===== src/fan_curve_controller_assert.svh =====
// ----------------------------------------------------------------------------
// Fan curve controller assertion macros
// Shorthand for concurrent checks clocked on clk and muted during reset.
// ----------------------------------------------------------------------------
`ifndef FAN_CURVE_CONTROLLER_ASSERT_SVH
`define FAN_CURVE_CONTROLLER_ASSERT_SVH

// Consequent must hold in the same cycle as the antecedent.
`define FCC_ASSERT_NOW(label, ante, cons) \
	label: assert property (@(posedge clk) disable iff (!arst_n) (ante) |-> (cons)) \
		else $error("fan_curve_controller: check failed");

// Consequent must hold in the cycle after the antecedent.
`define FCC_ASSERT_NEXT(label, ante, cons) \
	label: assert property (@(posedge clk) disable iff (!arst_n) (ante) |=> (cons)) \
		else $error("fan_curve_controller: check failed");

`endif


===== src/fcc_pkg.sv =====
// ----------------------------------------------------------------------------
// Fan curve controller package
// Field widths, register indexes, reset values and control structures.
// ----------------------------------------------------------------------------
`timescale 1ns / 1ps

package fcc_pkg;

	localparam int TEMP_W  = 12;
	localparam int HYST_W  = 10;
	localparam int DUTY_W  = 7;
	localparam int NOISE_W = 8;
	localparam int CHAN_W  = 8;
	localparam int IDX_W   = 3;
	localparam int DATA_W  = 12;
	localparam int SPAN_W  = 12;
	localparam int SQ_W    = 24;
	localparam int NUM_W   = 31;
	localparam int SHIFT_W = 3;

	localparam logic [DUTY_W-1:0] FULL_DUTY = 7'd100;
	localparam logic [SHIFT_W-1:0] DIV_TOP_SHIFT = 3'd6;

	// Configuration register indexes.
	localparam logic [IDX_W-1:0] REG_THRESHOLD = 3'd0;
	localparam logic [IDX_W-1:0] REG_HYSTERESIS = 3'd1;
	localparam logic [IDX_W-1:0] REG_HIGH = 3'd2;
	localparam logic [IDX_W-1:0] REG_MIN_DUTY = 3'd3;
	localparam logic [IDX_W-1:0] REG_NOISE = 3'd4;
	localparam logic [IDX_W-1:0] REG_FAN_PRESENT = 3'd5;
	localparam logic [IDX_W-1:0] REG_FAN_CHANNEL = 3'd6;

	// Reset values of the registers.
	localparam logic signed [TEMP_W-1:0] RST_THRESHOLD = 12'sd640;
	localparam logic [HYST_W-1:0] RST_HYSTERESIS = 10'd32;
	localparam logic signed [TEMP_W-1:0] RST_HIGH = 12'sd960;
	localparam logic [DUTY_W-1:0] RST_MIN_DUTY = 7'd30;
	localparam logic [NOISE_W-1:0] RST_NOISE = 8'd8;
	localparam logic [CHAN_W-1:0] RST_FAN_CHANNEL = 8'd0;

	typedef struct packed {
		logic                load;      // capture the accepted sample
		logic                take;      // sample passed the deadband
		logic                set_band;  // load the duty from the band logic
		logic                mul_sq;    // square offset and span
		logic                mul_k;     // scale offset square by the ramp height
		logic                div_step;  // one restoring divide step
		logic                div_last;  // final divide step, form the duty
		logic [SHIFT_W-1:0]  div_shift;
		logic                commit;    // store duty and present the result
	} fcc_cmd_t;

	typedef struct packed {
		logic noise;      // change within deadband
		logic fan;        // fan fitted
		logic ramp;       // sample lies on the quadratic ramp
		logic same;       // new duty equals the current duty
		logic slot_free;  // output register can take a beat
	} fcc_status_t;

endpackage


===== src/fcc_stream_if.sv =====
// ----------------------------------------------------------------------------
// Fan curve controller stream interfaces
// Valid/ready channels for temperature samples and PWM duty writes.
// ----------------------------------------------------------------------------
`timescale 1ns / 1ps

interface fcc_sample_if;
	logic                                 valid;
	logic                                 ready;
	logic signed [fcc_pkg::TEMP_W-1:0]    sample_temp;

	modport source (output valid, output sample_temp, input ready);
	modport sink (input valid, input sample_temp, output ready);
endinterface

interface fcc_duty_if;
	logic                           valid;
	logic                           ready;
	logic [fcc_pkg::DUTY_W-1:0]     duty_percent;
	logic [fcc_pkg::CHAN_W-1:0]     pwm_register;

	modport source (output valid, output duty_percent, output pwm_register, input ready);
	modport sink (input valid, input duty_percent, input pwm_register, output ready);
endinterface


===== src/fcc_datapath.sv =====
// ----------------------------------------------------------------------------
// Fan curve controller datapath
// Configuration registers, deadband and band tests, ramp multipliers,
// restoring divider and the output register.
// ----------------------------------------------------------------------------
`timescale 1ns / 1ps

module fcc_datapath (
	input  logic                                   clk,
	input  logic                                   arst_n,
	input  logic                                   cfg_we,
	input  logic [fcc_pkg::IDX_W-1:0]              cfg_index,
	input  logic [fcc_pkg::DATA_W-1:0]             cfg_wdata,
	input  logic signed [fcc_pkg::TEMP_W-1:0]      sample_temp,
	input  fcc_pkg::fcc_cmd_t                      cmd,
	output fcc_pkg::fcc_status_t                   status,
	output logic                                   out_valid,
	input  logic                                   out_ready,
	output logic [fcc_pkg::DUTY_W-1:0]             duty_percent,
	output logic [fcc_pkg::CHAN_W-1:0]             pwm_register
);

	logic signed [fcc_pkg::TEMP_W-1:0]  threshold_q;
	logic [fcc_pkg::HYST_W-1:0]         hysteresis_q;
	logic signed [fcc_pkg::TEMP_W-1:0]  high_q;
	logic [fcc_pkg::DUTY_W-1:0]         min_duty_q;
	logic [fcc_pkg::NOISE_W-1:0]        noise_q;
	logic                               fan_present_q;
	logic [fcc_pkg::CHAN_W-1:0]         channel_q;

	logic signed [fcc_pkg::TEMP_W-1:0]  sample_q;
	logic signed [fcc_pkg::TEMP_W-1:0]  accepted_q;
	logic [fcc_pkg::DUTY_W-1:0]         current_q;
	logic [fcc_pkg::DUTY_W-1:0]         duty_q;
	logic [fcc_pkg::SQ_W-1:0]           dsq_q;
	logic [fcc_pkg::SQ_W-1:0]           den_q;
	logic [fcc_pkg::NUM_W-1:0]          rem_q;
	logic [fcc_pkg::DUTY_W-2:0]         quot_q;
	logic                               out_valid_q;
	logic [fcc_pkg::DUTY_W-1:0]         out_duty_q;
	logic [fcc_pkg::CHAN_W-1:0]         out_chan_q;

	logic signed [fcc_pkg::TEMP_W:0]    diff;
	logic [fcc_pkg::TEMP_W:0]           diff_abs;
	logic signed [fcc_pkg::TEMP_W+1:0]  band_lo;
	logic signed [fcc_pkg::TEMP_W+1:0]  band_hi;
	logic signed [fcc_pkg::TEMP_W+1:0]  t_ext;
	logic                               below_band;
	logic [fcc_pkg::DUTY_W-1:0]         min_eff;
	logic [fcc_pkg::DUTY_W-1:0]         ramp_k;
	logic [fcc_pkg::DUTY_W-1:0]         band_duty;
	logic signed [fcc_pkg::TEMP_W:0]    offset;
	logic signed [fcc_pkg::TEMP_W:0]    span;
	logic [fcc_pkg::SPAN_W-1:0]         offset_u;
	logic [fcc_pkg::SPAN_W-1:0]         span_u;
	logic [fcc_pkg::NUM_W-1:0]          den_shifted;
	logic [fcc_pkg::NUM_W:0]            trial;
	logic                               qbit;
	logic [fcc_pkg::DUTY_W-1:0]         quot_next;

	// Deadband test against the last accepted temperature.
	assign diff = {sample_q[fcc_pkg::TEMP_W-1], sample_q}
		- {accepted_q[fcc_pkg::TEMP_W-1], accepted_q};
	assign diff_abs = diff[fcc_pkg::TEMP_W] ? (fcc_pkg::TEMP_W+1)'(-diff)
		: (fcc_pkg::TEMP_W+1)'(diff);

	// Band edges need two extra bits for the sum and difference.
	assign t_ext = (fcc_pkg::TEMP_W+2)'(sample_q);
	assign band_lo = (fcc_pkg::TEMP_W+2)'(threshold_q)
		- $signed({4'b0, hysteresis_q});
	assign band_hi = (fcc_pkg::TEMP_W+2)'(threshold_q)
		+ $signed({4'b0, hysteresis_q});
	assign below_band = t_ext < band_lo;

	assign min_eff = (min_duty_q > fcc_pkg::FULL_DUTY) ? fcc_pkg::FULL_DUTY : min_duty_q;
	assign ramp_k = fcc_pkg::FULL_DUTY - min_eff;

	always_comb begin
		if (below_band) begin
			band_duty = '0;
		end else if (t_ext <= band_hi) begin
			band_duty = (current_q != '0) ? min_eff : '0;
		end else begin
			band_duty = fcc_pkg::FULL_DUTY;
		end
	end

	// On the ramp both offset and span are positive and below 4096.
	assign offset = {sample_q[fcc_pkg::TEMP_W-1], sample_q}
		- {threshold_q[fcc_pkg::TEMP_W-1], threshold_q};
	assign span = {high_q[fcc_pkg::TEMP_W-1], high_q}
		- {threshold_q[fcc_pkg::TEMP_W-1], threshold_q};
	assign offset_u = offset[fcc_pkg::SPAN_W-1:0];
	assign span_u = span[fcc_pkg::SPAN_W-1:0];

	assign den_shifted = fcc_pkg::NUM_W'({7'b0, den_q} << cmd.div_shift);
	assign trial = {1'b0, rem_q} - {1'b0, den_shifted};
	assign qbit = ~trial[fcc_pkg::NUM_W];
	assign quot_next = {quot_q, qbit};

	assign status.noise = diff_abs <= {5'b0, noise_q};
	assign status.fan = fan_present_q;
	assign status.ramp = (t_ext > band_hi) && (sample_q < high_q);
	assign status.same = duty_q == current_q;
	assign status.slot_free = ~out_valid_q | out_ready;

	always_ff @(posedge clk or negedge arst_n) begin
		if (!arst_n) begin
			threshold_q <= fcc_pkg::RST_THRESHOLD;
			hysteresis_q <= fcc_pkg::RST_HYSTERESIS;
			high_q <= fcc_pkg::RST_HIGH;
			min_duty_q <= fcc_pkg::RST_MIN_DUTY;
			noise_q <= fcc_pkg::RST_NOISE;
			fan_present_q <= 1'b0;
			channel_q <= fcc_pkg::RST_FAN_CHANNEL;
		end else if (cfg_we) begin
			unique case (cfg_index)
				fcc_pkg::REG_THRESHOLD: threshold_q <= $signed(cfg_wdata[fcc_pkg::TEMP_W-1:0]);
				fcc_pkg::REG_HYSTERESIS: hysteresis_q <= cfg_wdata[fcc_pkg::HYST_W-1:0];
				fcc_pkg::REG_HIGH: high_q <= $signed(cfg_wdata[fcc_pkg::TEMP_W-1:0]);
				fcc_pkg::REG_MIN_DUTY: min_duty_q <= cfg_wdata[fcc_pkg::DUTY_W-1:0];
				fcc_pkg::REG_NOISE: noise_q <= cfg_wdata[fcc_pkg::NOISE_W-1:0];
				fcc_pkg::REG_FAN_PRESENT: fan_present_q <= cfg_wdata[0];
				fcc_pkg::REG_FAN_CHANNEL: channel_q <= cfg_wdata[fcc_pkg::CHAN_W-1:0];
				default: begin
				end
			endcase
		end
	end

	always_ff @(posedge clk or negedge arst_n) begin
		if (!arst_n) begin
			accepted_q <= '0;
			current_q <= '0;
			out_valid_q <= 1'b0;
		end else begin
			if (cmd.take) begin
				accepted_q <= sample_q;
			end
			if (cmd.commit) begin
				current_q <= duty_q;
				out_valid_q <= 1'b1;
			end else if (out_ready) begin
				out_valid_q <= 1'b0;
			end
		end
	end

	always_ff @(posedge clk) begin
		if (cmd.load) begin
			sample_q <= sample_temp;
		end
		if (cmd.set_band) begin
			duty_q <= band_duty;
		end
		if (cmd.mul_sq) begin
			dsq_q <= {{(fcc_pkg::SQ_W-fcc_pkg::SPAN_W){1'b0}}, offset_u}
				* {{(fcc_pkg::SQ_W-fcc_pkg::SPAN_W){1'b0}}, offset_u};
			den_q <= {{(fcc_pkg::SQ_W-fcc_pkg::SPAN_W){1'b0}}, span_u}
				* {{(fcc_pkg::SQ_W-fcc_pkg::SPAN_W){1'b0}}, span_u};
		end
		if (cmd.mul_k) begin
			rem_q <= {{(fcc_pkg::NUM_W-fcc_pkg::DUTY_W){1'b0}}, ramp_k}
				* {{(fcc_pkg::NUM_W-fcc_pkg::SQ_W){1'b0}}, dsq_q};
			quot_q <= '0;
		end
		if (cmd.div_step) begin
			if (qbit) begin
				rem_q <= trial[fcc_pkg::NUM_W-1:0];
			end
			quot_q <= quot_next[fcc_pkg::DUTY_W-2:0];
			if (cmd.div_last) begin
				duty_q <= min_eff + quot_next;
			end
		end
		if (cmd.commit) begin
			out_duty_q <= duty_q;
			out_chan_q <= channel_q;
		end
	end

	assign out_valid = out_valid_q;
	assign duty_percent = out_duty_q;
	assign pwm_register = out_chan_q;

endmodule


===== src/fcc_controller.sv =====
// ----------------------------------------------------------------------------
// Fan curve controller sequencer
// Steps one sample through deadband, band decision, ramp and result.
// ----------------------------------------------------------------------------
`timescale 1ns / 1ps

module fcc_controller (
	input  logic                    clk,
	input  logic                    arst_n,
	input  logic                    in_valid,
	output logic                    in_ready,
	input  fcc_pkg::fcc_status_t    status,
	output fcc_pkg::fcc_cmd_t       cmd
);

	typedef enum logic [2:0] {
		S_IDLE,
		S_EVAL,
		S_MUL_SQ,
		S_MUL_K,
		S_DIV,
		S_FINISH
	} state_t;

	state_t                           state_q;
	logic [fcc_pkg::SHIFT_W-1:0]      shift_q;

	assign in_ready = state_q == S_IDLE;

	always_comb begin
		cmd = '0;
		cmd.div_shift = shift_q;
		unique case (state_q)
			S_IDLE: cmd.load = in_valid;
			S_EVAL: begin
				cmd.take = ~status.noise;
				cmd.set_band = ~status.noise & status.fan & ~status.ramp;
			end
			S_MUL_SQ: cmd.mul_sq = 1'b1;
			S_MUL_K: cmd.mul_k = 1'b1;
			S_DIV: begin
				cmd.div_step = 1'b1;
				cmd.div_last = shift_q == '0;
			end
			S_FINISH: cmd.commit = ~status.same & status.slot_free;
			default: begin
			end
		endcase
	end

	always_ff @(posedge clk or negedge arst_n) begin
		if (!arst_n) begin
			state_q <= S_IDLE;
			shift_q <= '0;
		end else begin
			unique case (state_q)
				S_IDLE: begin
					if (in_valid) begin
						state_q <= S_EVAL;
					end
				end
				S_EVAL: begin
					if (status.noise || !status.fan) begin
						state_q <= S_IDLE;
					end else if (status.ramp) begin
						state_q <= S_MUL_SQ;
					end else begin
						state_q <= S_FINISH;
					end
				end
				S_MUL_SQ: state_q <= S_MUL_K;
				S_MUL_K: begin
					shift_q <= fcc_pkg::DIV_TOP_SHIFT;
					state_q <= S_DIV;
				end
				S_DIV: begin
					if (shift_q == '0) begin
						state_q <= S_FINISH;
					end else begin
						shift_q <= shift_q - fcc_pkg::SHIFT_W'(1);
					end
				end
				S_FINISH: begin
					// An unchanged duty ends quietly; a new one waits for the output slot.
					if (status.same || status.slot_free) begin
						state_q <= S_IDLE;
					end
				end
				default: state_q <= S_IDLE;
			endcase
		end
	end

endmodule


===== src/fan_curve_controller.sv =====
// ----------------------------------------------------------------------------
// Fan curve controller
// Turns temperature samples into PWM duty writes along a quadratic fan curve.
// ----------------------------------------------------------------------------
// Samples beat in on the samples channel; duty writes beat out on the writes
// channel, at most one per sample. A sample whose change from the last
// accepted temperature is within the noise band yields nothing, as does any
// sample while no fan is fitted, and any sample whose duty equals the current
// one. The user must write the registers through cfg_we, cfg_index and
// cfg_wdata only while the block is idle; the block does not enforce this.
// Timing: one sample is in flight at a time. A deadband sample returns to
// idle after the evaluate state; a band decision goes on to the finish
// state; a ramp sample passes S_MUL_SQ, S_MUL_K and a seven-step restoring
// divider. The next sample is taken the cycle after the result is stored.
// The result sits in an output register, so the sequencer only waits when a
// new result meets an earlier beat that the receiver has not yet taken.
// Reset loads the register defaults, clears the accepted temperature and
// the current duty (fan off) and empties the output register.
// ----------------------------------------------------------------------------
`timescale 1ns / 1ps

`include "fan_curve_controller_assert.svh"

module fan_curve_controller (
	input  logic                          clk,
	input  logic                          arst_n,
	fcc_sample_if.sink                    samples,
	fcc_duty_if.source                    writes,
	input  logic                          cfg_we,
	input  logic [fcc_pkg::IDX_W-1:0]     cfg_index,
	input  logic [fcc_pkg::DATA_W-1:0]    cfg_wdata
);

	fcc_pkg::fcc_cmd_t      cmd;
	fcc_pkg::fcc_status_t   status;

	fcc_controller u_ctrl (
		.clk      (clk),
		.arst_n   (arst_n),
		.in_valid (samples.valid),
		.in_ready (samples.ready),
		.status   (status),
		.cmd      (cmd)
	);

	fcc_datapath u_dp (
		.clk          (clk),
		.arst_n       (arst_n),
		.cfg_we       (cfg_we),
		.cfg_index    (cfg_index),
		.cfg_wdata    (cfg_wdata),
		.sample_temp  (samples.sample_temp),
		.cmd          (cmd),
		.status       (status),
		.out_valid    (writes.valid),
		.out_ready    (writes.ready),
		.duty_percent (writes.duty_percent),
		.pwm_register (writes.pwm_register)
	);

	`FCC_ASSERT_NOW(a_duty_range, writes.valid, writes.duty_percent <= fcc_pkg::FULL_DUTY)
	`FCC_ASSERT_NEXT(a_busy_after_accept, samples.valid && samples.ready, !samples.ready)
	`FCC_ASSERT_NEXT(a_commit_shows_beat, cmd.commit, writes.valid)
	`FCC_ASSERT_NOW(a_commit_slot_free, cmd.commit, !writes.valid || writes.ready)

endmodule


===== src/flat_wrapper.sv =====
// flat-port wrapper written by rule: the top's interface ports become plain ports
module fan_curve_controller_flat 
  (clk, arst_n, cfg_we, cfg_index, cfg_wdata, samples_valid, samples_sample_temp, samples_ready, writes_valid, writes_duty_percent, writes_pwm_register, writes_ready);
  fcc_sample_if samples_i ();
  fcc_duty_if writes_i ();
  input  logic clk;
  input  logic arst_n;
  input  logic cfg_we;
  input  logic [fcc_pkg::IDX_W-1:0] cfg_index;
  input  logic [fcc_pkg::DATA_W-1:0] cfg_wdata;
  input wire logic [$bits(samples_i.valid)-1:0] samples_valid;
  input wire logic [$bits(samples_i.sample_temp)-1:0] samples_sample_temp;
  output wire logic [$bits(samples_i.ready)-1:0] samples_ready;
  output wire logic [$bits(writes_i.valid)-1:0] writes_valid;
  output wire logic [$bits(writes_i.duty_percent)-1:0] writes_duty_percent;
  output wire logic [$bits(writes_i.pwm_register)-1:0] writes_pwm_register;
  input wire logic [$bits(writes_i.ready)-1:0] writes_ready;
  assign samples_i.valid = samples_valid;
  assign samples_i.sample_temp = samples_sample_temp;
  assign samples_ready = samples_i.ready;
  assign writes_valid = writes_i.valid;
  assign writes_duty_percent = writes_i.duty_percent;
  assign writes_pwm_register = writes_i.pwm_register;
  assign writes_i.ready = writes_ready;
  fan_curve_controller u_core (.clk(clk), .arst_n(arst_n), .samples(samples_i), .writes(writes_i), .cfg_we(cfg_we), .cfg_index(cfg_index), .cfg_wdata(cfg_wdata));
endmodule

===== config.mk =====
export PLATFORM = sky130hd
export DESIGN_NAME = fan_curve_controller_flat
export DESIGN_NICKNAME = d
export VERILOG_FILES = /design/src/fcc_pkg.sv /design/src/fcc_stream_if.sv /design/src/fcc_datapath.sv /design/src/fcc_controller.sv /design/src/fan_curve_controller.sv /design/src/flat_wrapper.sv
export VERILOG_INCLUDE_DIRS = /design/src /design/src/src
export SDC_FILE = /design/constraint.sdc
export NUM_CORES = 1
export LEC_CHECK = 0
export BUFFER_PORTS_ARGS = -buffer_cell sky130_fd_sc_hd__buf_2
export CAP_MARGIN = 20
export CORE_MARGIN = 1
export CORE_UTILIZATION = 66
export DETAILED_ROUTE_END_ITERATION = 16
export PLACE_DENSITY = 0.86
export SLEW_MARGIN = 20
export SYNTH_ARGS = -nofsm -noshare
export SYNTH_HDL_FRONTEND = slang
export SYNTH_HIERARCHICAL = 1
export SYNTH_SLANG_ARGS = --single-unit

===== constraint.sdc =====
create_clock -name clk -period 14.2 [get_ports clk]
set_clock_uncertainty 0.2 [all_clocks]
set_input_delay 2.84 -clock clk [delete_from_list [all_inputs] [get_ports clk]]
set_output_delay 2.84 -clock clk [all_outputs]
set_load 0.02 [all_outputs]

== After elaboration in Yosys (flattened, before gate mapping) ==
Index checks and enable logic that the tools add are counted.

* $lt $le $gt $ge: 6
* Reduce and logical (&&, ||, !) cells: 20
* Shift operators: 1
* Add/subtract/negate cells: 10
* Mux-type cells: 29
* Bitwise logic cells: 9
* $mul: 3
* Equal/unequal tests: 16

{| class="wikitable"
|+ Operator list
! kind !! number
|-
| 31-bit two-way mux || 3
|-
| 7-bit two-way mux || 7
|-
| 12-bit by 12-bit multiplier with 24-bit output || 2
|-
| 31-bit by 31-bit subtractor with 32-bit output || 1
|-
| 7-bit by 24-bit multiplier with 31-bit output || 1
|-
| 24-bit by 3-bit left shift with 31-bit output || 1
|-
| 12-bit subtractor || 2
|-
| 3-bit two-way mux || 6
|-
| 3-bit case mux with 6 select lines || 1
|-
| 2-bit AND reduction || 8
|-
| 3-bit == test, second input constant || 5
|-
| 12-bit by 11-bit adder with 13-bit output || 1
|-
| 12-bit by 13-bit greater-than comparator with 1-bit output || 1
|-
| 12-bit by 13-bit less-or-equal comparator with 1-bit output || 1
|-
| 13-bit by 8-bit less-or-equal comparator with 1-bit output || 1
|-
| 12-bit by 13-bit less-than comparator with 1-bit output || 1
|-
| 13-bit two-way mux || 1
|-
| 13-bit negator || 1
|-
| 12-bit by 11-bit subtractor with 13-bit output || 1
|-
| 12-bit by 12-bit subtractor with 13-bit output || 1
|-
| 3-bit by 2-bit == test with 1-bit output, second input constant || 4
|-
| 12-bit less-than comparator || 1
|-
| 6-bit two-way mux || 2
|-
| 3-bit logical NOT || 3
|-
| 19 further kinds || 38
|}

* Bits in registers: 203
* Bits of input ports: 32
* Output and inout port bits: 17
* Logic and storage cells: 114

== Logic depth before layout (Yosys ltp) ==
* Depth in word-level cells: 11
* Depth in mapped cells: 33
* Depth with buffers taken out: 33

== Modules after synthesis ==
Netlist, hierarchy kept.

{| class="wikitable"
|+ Modules (own cells, without submodules)
! module !! instances !! cells an instance !! area an instance (µm²) !! sequential area each (µm²)
|-
| fcc_datapath || 1 || 2,796 || 25,494.5 || 5,099.9
|-
| fcc_controller || 1 || 46 || 465.4 || 150.1
|}

== Worst setup path after synthesis ==
No wires, ideal clock.

* Path type: register to register
* From: register u_core/u_dp/threshold_q[1] (netlist name)
* To: register u_core/u_dp/den_q[23] (netlist name) (data pin)
* Setup time: 0.265 ns
* Slack: 6.559 ns
* Arrival: 7.176 ns
* Stages on the path, launching flop included: 29
* Period minus slack after synthesis: 7.641 ns
* Path through: dfrtp_1 > inv_1 > fa_1 > a21o_1 > a21oi_1 > o21bai_1 > a21oi_1 > o21ai_0 > a21o_1 > a21o_1 > xnor2_1 > nor2_1 > fa_1 > fa_1 > fa_1 > inv_1 > fa_1 > inv_1 > fa_1 > ha_1 > a21oi_1 > nor2b_1 > or3_1 > o21a_1 > a211oi_1 > o21ai_1 > a211oi_1 > o31ai_1 > xnor2_1

* Word-level cells in the longest chain between the ends: 2

{| class="wikitable"
|+ Ends and longest elaborated chain
! item !! line !! source
|-
| start, declared || fcc_datapath.sv:23 || <nowiki>logic signed [fcc_pkg::TEMP_W-1:0] threshold_q;</nowiki>
|-
| start signal, assigned || fcc_datapath.sv:109 || <nowiki>threshold_q <= fcc_pkg::RST_THRESHOLD;</nowiki>
|-
| start signal, assigned || fcc_datapath.sv:118 || <nowiki>fcc_pkg::REG_THRESHOLD: threshold_q <= $signed(cfg_wdata[fcc_pkg::TEMP_W-1:0]);</nowiki>
|-
| 12-bit subtractor || fcc_datapath.sv:92 || <nowiki>- {threshold_q[fcc_pkg::TEMP_W-1], threshold_q};</nowiki>
|-
| 12-bit by 12-bit multiplier with 24-bit output || fcc_datapath.sv:160 || <nowiki>* {{(fcc_pkg::SQ_W-fcc_pkg::SPAN_W){1'b0}}, span_u};</nowiki>
|-
| end signal, assigned || fcc_datapath.sv:159 || <nowiki>den_q <= {{(fcc_pkg::SQ_W-fcc_pkg::SPAN_W){1'b0}}, span_u}</nowiki>
|-
| end, declared || fcc_datapath.sv:36 || <nowiki>logic [fcc_pkg::SQ_W-1:0] den_q;</nowiki>
|}

No other way between the ends.
A chain may end at the register's enable or synchronous reset.

== Worst setup path after layout ==
Same ends and word-level chain as after synthesis.

==> results.txt <==
Outcome -> complete, no violations
Core Util, Final -> 71.2%
Share of cells above drive strength 1 -> 7.44%
Io pins -> 49
Area of the multi-input gates -> 18700 um2
Avg Inst Size Synth -> 9.13 um2
Critical path class -> register to register
Die area -> 40100 um2
Final Max Slew Viols -> 0
Most used cell, CP -> fa_1
Register area share after synthesis -> 20.2%
CP Launch Type -> register
Fin Hold WS -> 245 ps
Synth unique cells -> 91
Largest net degree at the start of global routing -> 74
Register Area -> 5250 um2
Ys async rst share -> 41.8%
Max_cap viols -> 0
WL/cell -> 18.4 um
Post-route ant nets -> 0
Largest fanout on the critical path -> 9
Required time worst endpoint -> 14280 ps
Vias -> 20.3k
First-pass GRT wire length -> 103000 um
Final layout net count -> 3470
Ant diodes -> 0
Period minus WS final -> 8750 ps
Yosys warning total -> 6
DR pass1 iterations -> 5
Critical-path top delay cell -> xnor2_1
IO Port Bufs -> 48
Slew margin rel. -> 28.5%
Clk pin slew, worst setup/hold paths -> 60 ps
Drt first-iter violations -> 1468
Vias in the first global route -> 21.1k
Post-synth EDFFs -> 79
Grt total ovfl -> 0
Post-CTS Repair Setup Buffers -> 0
Die Y -> 200 um
Seq cells post-synth -> 201
Core ar. -> 38700 um2
DRC -> 0
Max frequency -> 114 MHz
Period utilization -> 61.7%
Final WL -> 62700 um
Vias/cell -> 5.96
Synth Instances -> 2842
Die Wd -> 200 um
Clk root buf -> clkbuf_16
Clk_lat worst skew -> 550 ps
Post-detail-place hpwl -> 49900 um
Setup TNS -> 0 ps
CTS tree -> built
RSZ-0062 raised after global routing -> false
Global Route Usage Sum -> 31.3%
Initial core utilization -> 67.0%
Layout area overhead -> 6.20%
Top_reg_cell synth -> edfxtp_1
PostCTS Resize Cnt -> 0
CTS Sinks -> 201
Number of fill cells -> 2858
Final hold violation count -> 0
Placer Congestion -> 0.943
CTS H-Tree Depth -> 1
Final setup viols -> 0
Clk buf depth -> 3
Data arrival, critical path -> 8840 ps
Synth Cell Area -> 26000 um2
Crit. End Element -> register
Cts bufs inserted -> 24
Worst path max stage delay -> 790 ps
Row count -> 72
Class of the worst hold path -> register to register
Cts hold-fix bufs -> 0
Antenna violations before repair -> 0
Worst-margin pin slew -> 1070 ps
==> kinds of logic (layout without fill, tap and decap cells) <==
logic type / after synthesis / after routing / share of synthesized area, %
DFF: 201 / 201 / 20.2
other: 2 / 6 / 0.0289
xor gates and xnor gates: 150 / 150 / 5.09
muxes: 80 / 80 / 3.55
buffers and inverters: 526 / 569 / 7.77
and+or+nand+nor: 775 / 775 / 14.6
AOI/OAI and AO/OA: 541 / 541 / 13.5
adders and majority gates: 567 / 567 / 35.2
==> critical path, delay by kind of cell, from the launching register on <==
family	cells	cell delay, ps
flip-flops	1	470
adder cells (fa/ha/maj)	7	3300
AND/OR/NAND/NOR	3	540
AO/OA/AOI/OAI	12	2450
buffers and inverters	5	610
XOR/XNOR	2	920
==> state kept, by name, indices dropped and copies added (netlist names), 10 cells and up <==
signal and cells:
u_core/u_dp/sample_q 12, u_core/u_dp/high_q 12, u_core/u_dp/dsq_q 23, u_core/u_dp/accepted_q 12, u_core/u_dp/threshold_q 12, u_core/u_dp/den_q 23, u_core/u_dp/rem_q 31, u_core/u_dp/hysteresis_q 10
==> cell type report <==
type / count / area share (%)
Multi-Input combinational cell: 2119 / 68.0
Sequential cell: 201 / 19.0
Inverter: 453 / 6.17
Clock buffer: 32 / 2.44
Tap cell: 518 / 2.35
Timing Repair Buffer: 72 / 1.53
Clock inverter: 12 / 0.499
==> cells in the mapped netlist (21+ instances only) <==
library cell | count | area share, %
a211oi_1 | 23 | 0.67
a21o_1 | 56 | 1.6
a21oi_1 | 149 | 2.9
a31oi_1 | 21 | 0.51
and2_1 | 118 | 2.8
clkbuf_1 | 61 | 0.88
dfrtp_1 | 72 | 6.9
dfxtp_1 | 38 | 2.9
edfxtp_1 | 79 | 9.1
fa_1 | 271 | 21
ha_1 | 296 | 14
inv_1 | 449 | 6.5
mux2_2 | 36 | 1.6
mux2i_1 | 38 | 1.5
nand2_1 | 227 | 3.3
nand2b_1 | 39 | 0.94
nand3_1 | 29 | 0.56
nor2_1 | 203 | 2.9
nor2b_1 | 38 | 0.92
nor3_1 | 31 | 0.60
o21a_1 | 37 | 1.1
o21ai_0 | 131 | 2.5
xnor2_1 | 98 | 3.3
xor2_1 | 51 | 1.7
==> cell usage in the layout, fill, tap and decap left out, types with 30 or more instances in the layout <==
master and count:
a21o_1 56, nor3_1 30, dfrtp_1 72, nand2_1 227, o21ai_0 131, inv_1 449
xor2_1 51, edfxtp_1 79, fa_1 271, o21a_1 37, mux2i_1 38, xnor2_1 97
ha_1 296, and2_1 118, mux2_2 36, nor2b_1 38, buf_2 47, a21oi_1 149
nand2b_1 39, nor2_1 202, dfxtp_1 38
==> through the flow <==
stage          instances  setup slack [ps]  area (um2)
4_1_cts             3407              5580       27600
2_1_floorplan       2846              6560       26000
5_1_grt             3407              5020       27600
3_5_place_dp        3363              5610       26800
3_3_place_gp        3363              5800       26800
6_report            3407              5450       27600
==> worst paths after layout <==
| check | startpoint | end | slack [ps] | cells after the start |
|---|---|---|---|---|
| worst max-delay path | u_core/u_dp/threshold_q[1] | u_core/u_dp/den_q[23] | 5450 | 29 |
| worst min-delay path | u_core/u_dp/channel_q[5] | u_core/u_dp/pwm_register[5] | 240 | 0 |
| worst max register to register | u_core/u_dp/threshold_q[1] | u_core/u_dp/den_q[23] | 5450 | 29 |
| worst min register to register | u_core/u_dp/channel_q[5] | u_core/u_dp/pwm_register[5] | 240 | 0 |
| max in group asynchronous | arst_n | u_core/u_dp/accepted_q[7] | 10680 | 2 |
| min in group asynchronous | arst_n | u_core/u_dp/channel_q[5] | 1910 | 1 |
==> routing by layer <==
layer,track usage (%),share of wire (%),wire [um]
met4,8.64,2.6,1640
met3,3.68,5.8,3650
met5,0,0,0
met2,55.0,49,30900
met1,40.9,42,26500
Power is not shown: default switching activity piles up to over one toggle a cycle in this logic, so the estimate is an artifact.
